File: src/rtl/q2e_pkg.sv
`default_nettype none
package q2e_pkg;

   localparam int ARG_W       = 34;
   localparam int S_W         = 32;
   localparam int X_W         = 37;
   localparam int Z_W         = 35;
   localparam int N_W         = 61;
   localparam int R_W         = 31;
   localparam int SQRT_STAGES = 31;
   localparam int TABLE_LEN   = 24;
   localparam int FIFO_DEPTH  = 4;
   localparam int FIFO_AW     = 2;
   localparam int ANGLE_W     = 16;
   localparam int PITCH_W     = 15;
   localparam int ANG_MAX     = 25736;
   localparam int PITCH_MAX   = 12868;

   localparam logic signed [ARG_W-1:0] ONE_Q30 = 34'sd1073741824;
   localparam logic signed [Z_W-1:0]   PI_Q30  = 35'sd3373259426;

   typedef struct packed {
      logic signed [ARG_W-1:0] rn;
      logic signed [ARG_W-1:0] rd;
      logic signed [ARG_W-1:0] yn;
      logic signed [ARG_W-1:0] yd;
      logic signed [S_W-1:0]   s;
   } q2e_args_type;

   // atan(2^-i) in Q30, truncated
   function automatic logic [29:0] atan_q30(input int unsigned idx);
      logic [29:0] r;
      case (idx)
         0:       r = 30'd843314856;
         1:       r = 30'd497837829;
         2:       r = 30'd263043836;
         3:       r = 30'd133525158;
         4:       r = 30'd67021686;
         5:       r = 30'd33543515;
         6:       r = 30'd16775850;
         7:       r = 30'd8388437;
         8:       r = 30'd4194282;
         9:       r = 30'd2097149;
         10:      r = 30'd1048575;
         11:      r = 30'd524287;
         12:      r = 30'd262143;
         13:      r = 30'd131071;
         14:      r = 30'd65535;
         15:      r = 30'd32767;
         16:      r = 30'd16383;
         17:      r = 30'd8191;
         18:      r = 30'd4095;
         19:      r = 30'd2047;
         20:      r = 30'd1023;
         21:      r = 30'd511;
         22:      r = 30'd255;
         23:      r = 30'd127;
         default: r = 30'd0;
      endcase
      return r;
   endfunction

endpackage
`default_nettype wire

File: src/rtl/q2e_fifo.sv
`default_nettype none
module q2e_fifo (
   input  wire logic                   clock,
   input  wire logic                   reset,
   input  wire logic                   push,
   input  wire q2e_pkg::q2e_args_type  push_data,
   output logic                        full,
   input  wire logic                   pop,
   output logic                        not_empty,
   output q2e_pkg::q2e_args_type       head
);

   q2e_pkg::q2e_args_type          mem_ff [0:q2e_pkg::FIFO_DEPTH-1];
   logic [q2e_pkg::FIFO_AW-1:0]    wr_ff, rd_ff;
   logic [q2e_pkg::FIFO_AW:0]      cnt_ff;

   assign full      = (cnt_ff == (q2e_pkg::FIFO_AW+1)'(q2e_pkg::FIFO_DEPTH));
   assign not_empty = (cnt_ff != '0);
   assign head      = mem_ff[rd_ff];

   always_ff @(posedge clock) begin
      if (reset) begin
         wr_ff  <= '0;
         rd_ff  <= '0;
         cnt_ff <= '0;
      end else begin
         if (push) wr_ff <= wr_ff + 1'b1;
         if (pop)  rd_ff <= rd_ff + 1'b1;
         if (push && !pop)      cnt_ff <= cnt_ff + 1'b1;
         else if (pop && !push) cnt_ff <= cnt_ff - 1'b1;
      end
      if (push) mem_ff[wr_ff] <= push_data;
   end

endmodule
`default_nettype wire

File: config.mk
export PLATFORM = sky130hd
export DESIGN_NAME = q2e_fifo
export DESIGN_NICKNAME = d
export VERILOG_FILES = /design/src/rtl/q2e_pkg.sv /design/src/rtl/q2e_fifo.sv
export SDC_FILE = /design/constraint.sdc
export NUM_CORES = 1
export LEC_CHECK = 0
export BUFFER_PORTS_ARGS = -buffer_cell sky130_fd_sc_hd__buf_2
export CAP_MARGIN = 15
export CORE_MARGIN = 2
export CORE_UTILIZATION = 42
export DETAILED_ROUTE_END_ITERATION = 10
export GPL_TIMING_DRIVEN = 0
export PLACE_DENSITY = 0.61
export SLEW_MARGIN = 20
export SYNTH_ARGS = -nofsm -noshare
export SYNTH_HDL_FRONTEND = slang
export SYNTH_SLANG_ARGS = --single-unit
File: constraint.sdc
create_clock -name clock -period 7.03 [get_ports clock]
set_clock_uncertainty 0.05 [all_clocks]
set_input_delay 1.406 -clock clock [delete_from_list [all_inputs] [get_ports clock]]
set_output_delay 1.406 -clock clock [all_outputs]
set_load 0.02 [all_outputs]
==> impl_metrics.json <==
{
  "status": "complete, no violations",
  "gp_congestion": 0.714,
  "drive_gt1_share_pct": 47.0,
  "dr.max_layer_used": "met5",
  "rows": 88,
  "io_buffer_count": 340,
  "start_kind": "register",
  "cts_tree": "done",
  "ys_types": 19,
  "drtPass1Iterations": 4,
  "setup_violations": 0,
  "power_density_nw_per_um2": 310,
  "ys_seq_elements": 681,
  "fmax_ghz": 0.230,
  "die_y_um": 246,
  "die_area_um2": 60700,
  "grt_antenna_before_repair": 13,
  "synth_top_area_share_pct": 81.8,
  "clk_latency_ps": 600,
  "drt_iter0_drc": 623,
  "period_share_pct": 61.8,
  "seqPwrFrac_pct": 50.7,
  "drv_cap": 0,
  "syn_inst": 922,
  "vdd_drop_max_mv": 0.218,
  "area_growth_syn_to_layout_pct": 21.5,
  "tns_ps": 0,
  "tightest_slew_ps": 851,
  "critPathCaptureType": "output port",
  "period_needed_ps": 4340,
  "power_leakage_nw": 10.1,
  "ys_seq_area_share_pct": 82.5,
  "synth.avg_cell_area_um2": 26.8,
  "clk_path_buf_depth": 3,
  "grt_overflow": 0,
  "core-area_um2": 57900,
  "via_count": 11119,
  "routed_via_density": 5.11,
  "p_clk_share_pct": 38.4,
  "min_path_type": "register to register",
  "fin_util_pct": 51.8,
  "synth_common_cells": "edfxtp_1, mux4_2, buf_2",
  "clk_pin_slew_worst_paths_ps": 60,
  "clock_sinks": 681,
  "nFillCells": 4607,
  "synth_top_cell_by_area": "edfxtp_1",
  "cts_setup_buffers": 0,
  "grt_first_pass_wirelength_mm": 73.5,
  "syn_area_um2": 24700,
  "ys_warn_count": 0,
  "die_w_um": 246,
  "ant_nets": 0,
  "pwr-share-comb_pct": 10.9,
  "synth-edff-count": 672,
  "cts-root-buf": "clkbuf_16",
  "power_mw": 9.29,
  "worstPathMaxFanout": 10,
  "wl_met3_mm": 3.63,
  "worstPathArrival_ps": 2890,
  "swShare_pct": 23.1,
  "grt_max_degree": 43,
  "grt_pass1_vias": 11936,
  "routed_wl_mm": 49.7,
  "fin_nets": 1532,
  "final-max-slew-violation-count": 0,
  "synth_nets": 1100,
  "cts_buffers": 72,
  "h-tree-depth": 3,
  "holdBufCountCts": 0,
  "grt_use_total_pct": 16.5,
  "cts_resized": 0,
  "synthTopCellsByArea": "edfxtp_1, mux4_2, dfxtp_1, buf_6, buf_2",
  "relSlewSlack_pct": 43.3,
  "rsz0062_at_grt": "no",
  "m1WireLength_mm": 20.0,
  "io-pin-count": 342,
  "final-hold-violation-count": 0,
  "synth_ff_type": "edfxtp_1",
  "async_flop_share_pct": 0,
  "p_sw_mw": 2.15,
  "p_int_mw": 7.14,
  "path_class": "register to output port",
  "wl_per_cell_um": 22.9,
  "start_util_pct": 42.6,
  "route.met2.wl_mm": 24.8,
  "worstPathRequired_ps": 5570,
  "drc_errors": 0,
  "yosysMostFrequentCell": "edfxtp_1",
  "dp_hpwl_mm": 31.6
}
==> logic make-up (layout without fill, tap and decap cells) <==
family,after synthesis,after routing,synth area share (%)
compound gates,2,2,0.0405
xor+xnor,5,5,0.178
fa+ha+maj,6,6,0.335
buf+inv,43,527,1.20
flops,681,681,82.5
mux,170,170,15.4
other cells,0,3,0
simple gates,15,15,0.304
==> worst paths after layout <==
| kind | end | cells past startpoint | start | slack, ps |
|---|---|---|---|---|
| max | head[121] | 5 | register | 2690 |
| min | cnt_ff[2] | 2 | cnt_ff[2] | 450 |
| max reg2reg | mem_ff[1][40] | 5 | wr_ff[0] | 4800 |
| min reg2reg | cnt_ff[2] | 2 | cnt_ff[2] | 450 |
==> area by class of cell <==
type	count	area [um2]	share of cell area, %
Clock buffer	85	1870	6.24
Tap cell	765	957	3.19
Antenna cell	3	7.51	0.0250
Clock inverter	41	348	1.16
Timing Repair Buffer	358	2120	7.08
Inverter	4	15.0	0.0501
Multi-Input combinational cell	198	4030	13.4
Sequential cell	681	20400	67.9
Buffer	39	282	0.939
==> per-stage QoR <==
stage	area, um2	setup WS [ps]	hold WS, ps	std cells
2_1_floorplan	24700	1200	411	922
3_3_place_gp	27300	-2490	434	2027
3_5_place_dp	27800	3160	449	2045
4_1_cts	30000	2490	453	2171
5_1_grt	30000	2490	485	2173
6_report	30000	2690	447	2174
==> layer usage <==
| layer | global-route usage, % | vias to the layer above |
|---|---|---|
| met5 | 0 | - |
| met4 | 4.82 | 18 |
| met3 | 5.87 | 89 |
| met2 | 26.9 | 288 |
| met1 | 20.8 | 5845 |
| li1 | - | 4879 |
==> critical path, cell delays in order, from the launching register on <==
cell and delay [ps]:
dfxtp_1 300, buf_2 280, clkbuf_1 680, buf_2 440, mux4_2 350, buf_2 210
==> registers in the layout (all words and copies together), names as in the netlist, named ones only <==
name / cells
mem_ff: 672
rd_ff: 2
wr_ff: 2
cnt_ff: 3
==> power groups by stage <==
stage,clock network (mW),registers (mW),logic (mW)
finish,3.57,4.70,1.02
global route,3.82,4.72,1.09
CTS,3.68,4.71,1.05
detailed placement,0,4.79,1.04
global placement,0,4.85,1.00
floorplan,0,4.81,0.628
==> layout by cell type (no fill, tap or decap), types with 5 or more instances in the layout <==
master / n
clkbuf_1: 18
edfxtp_1: 672
clkbuf_16: 73
buf_2: 358
buf_6: 15
mux4_2: 168
buf_16: 8
clkinv_1: 16
dfxtp_1: 9
buf_12: 10
clkinv_2: 11
nor2_1: 7
ha_1: 5
No activity file was read; power rests on OpenSTA's default activity.
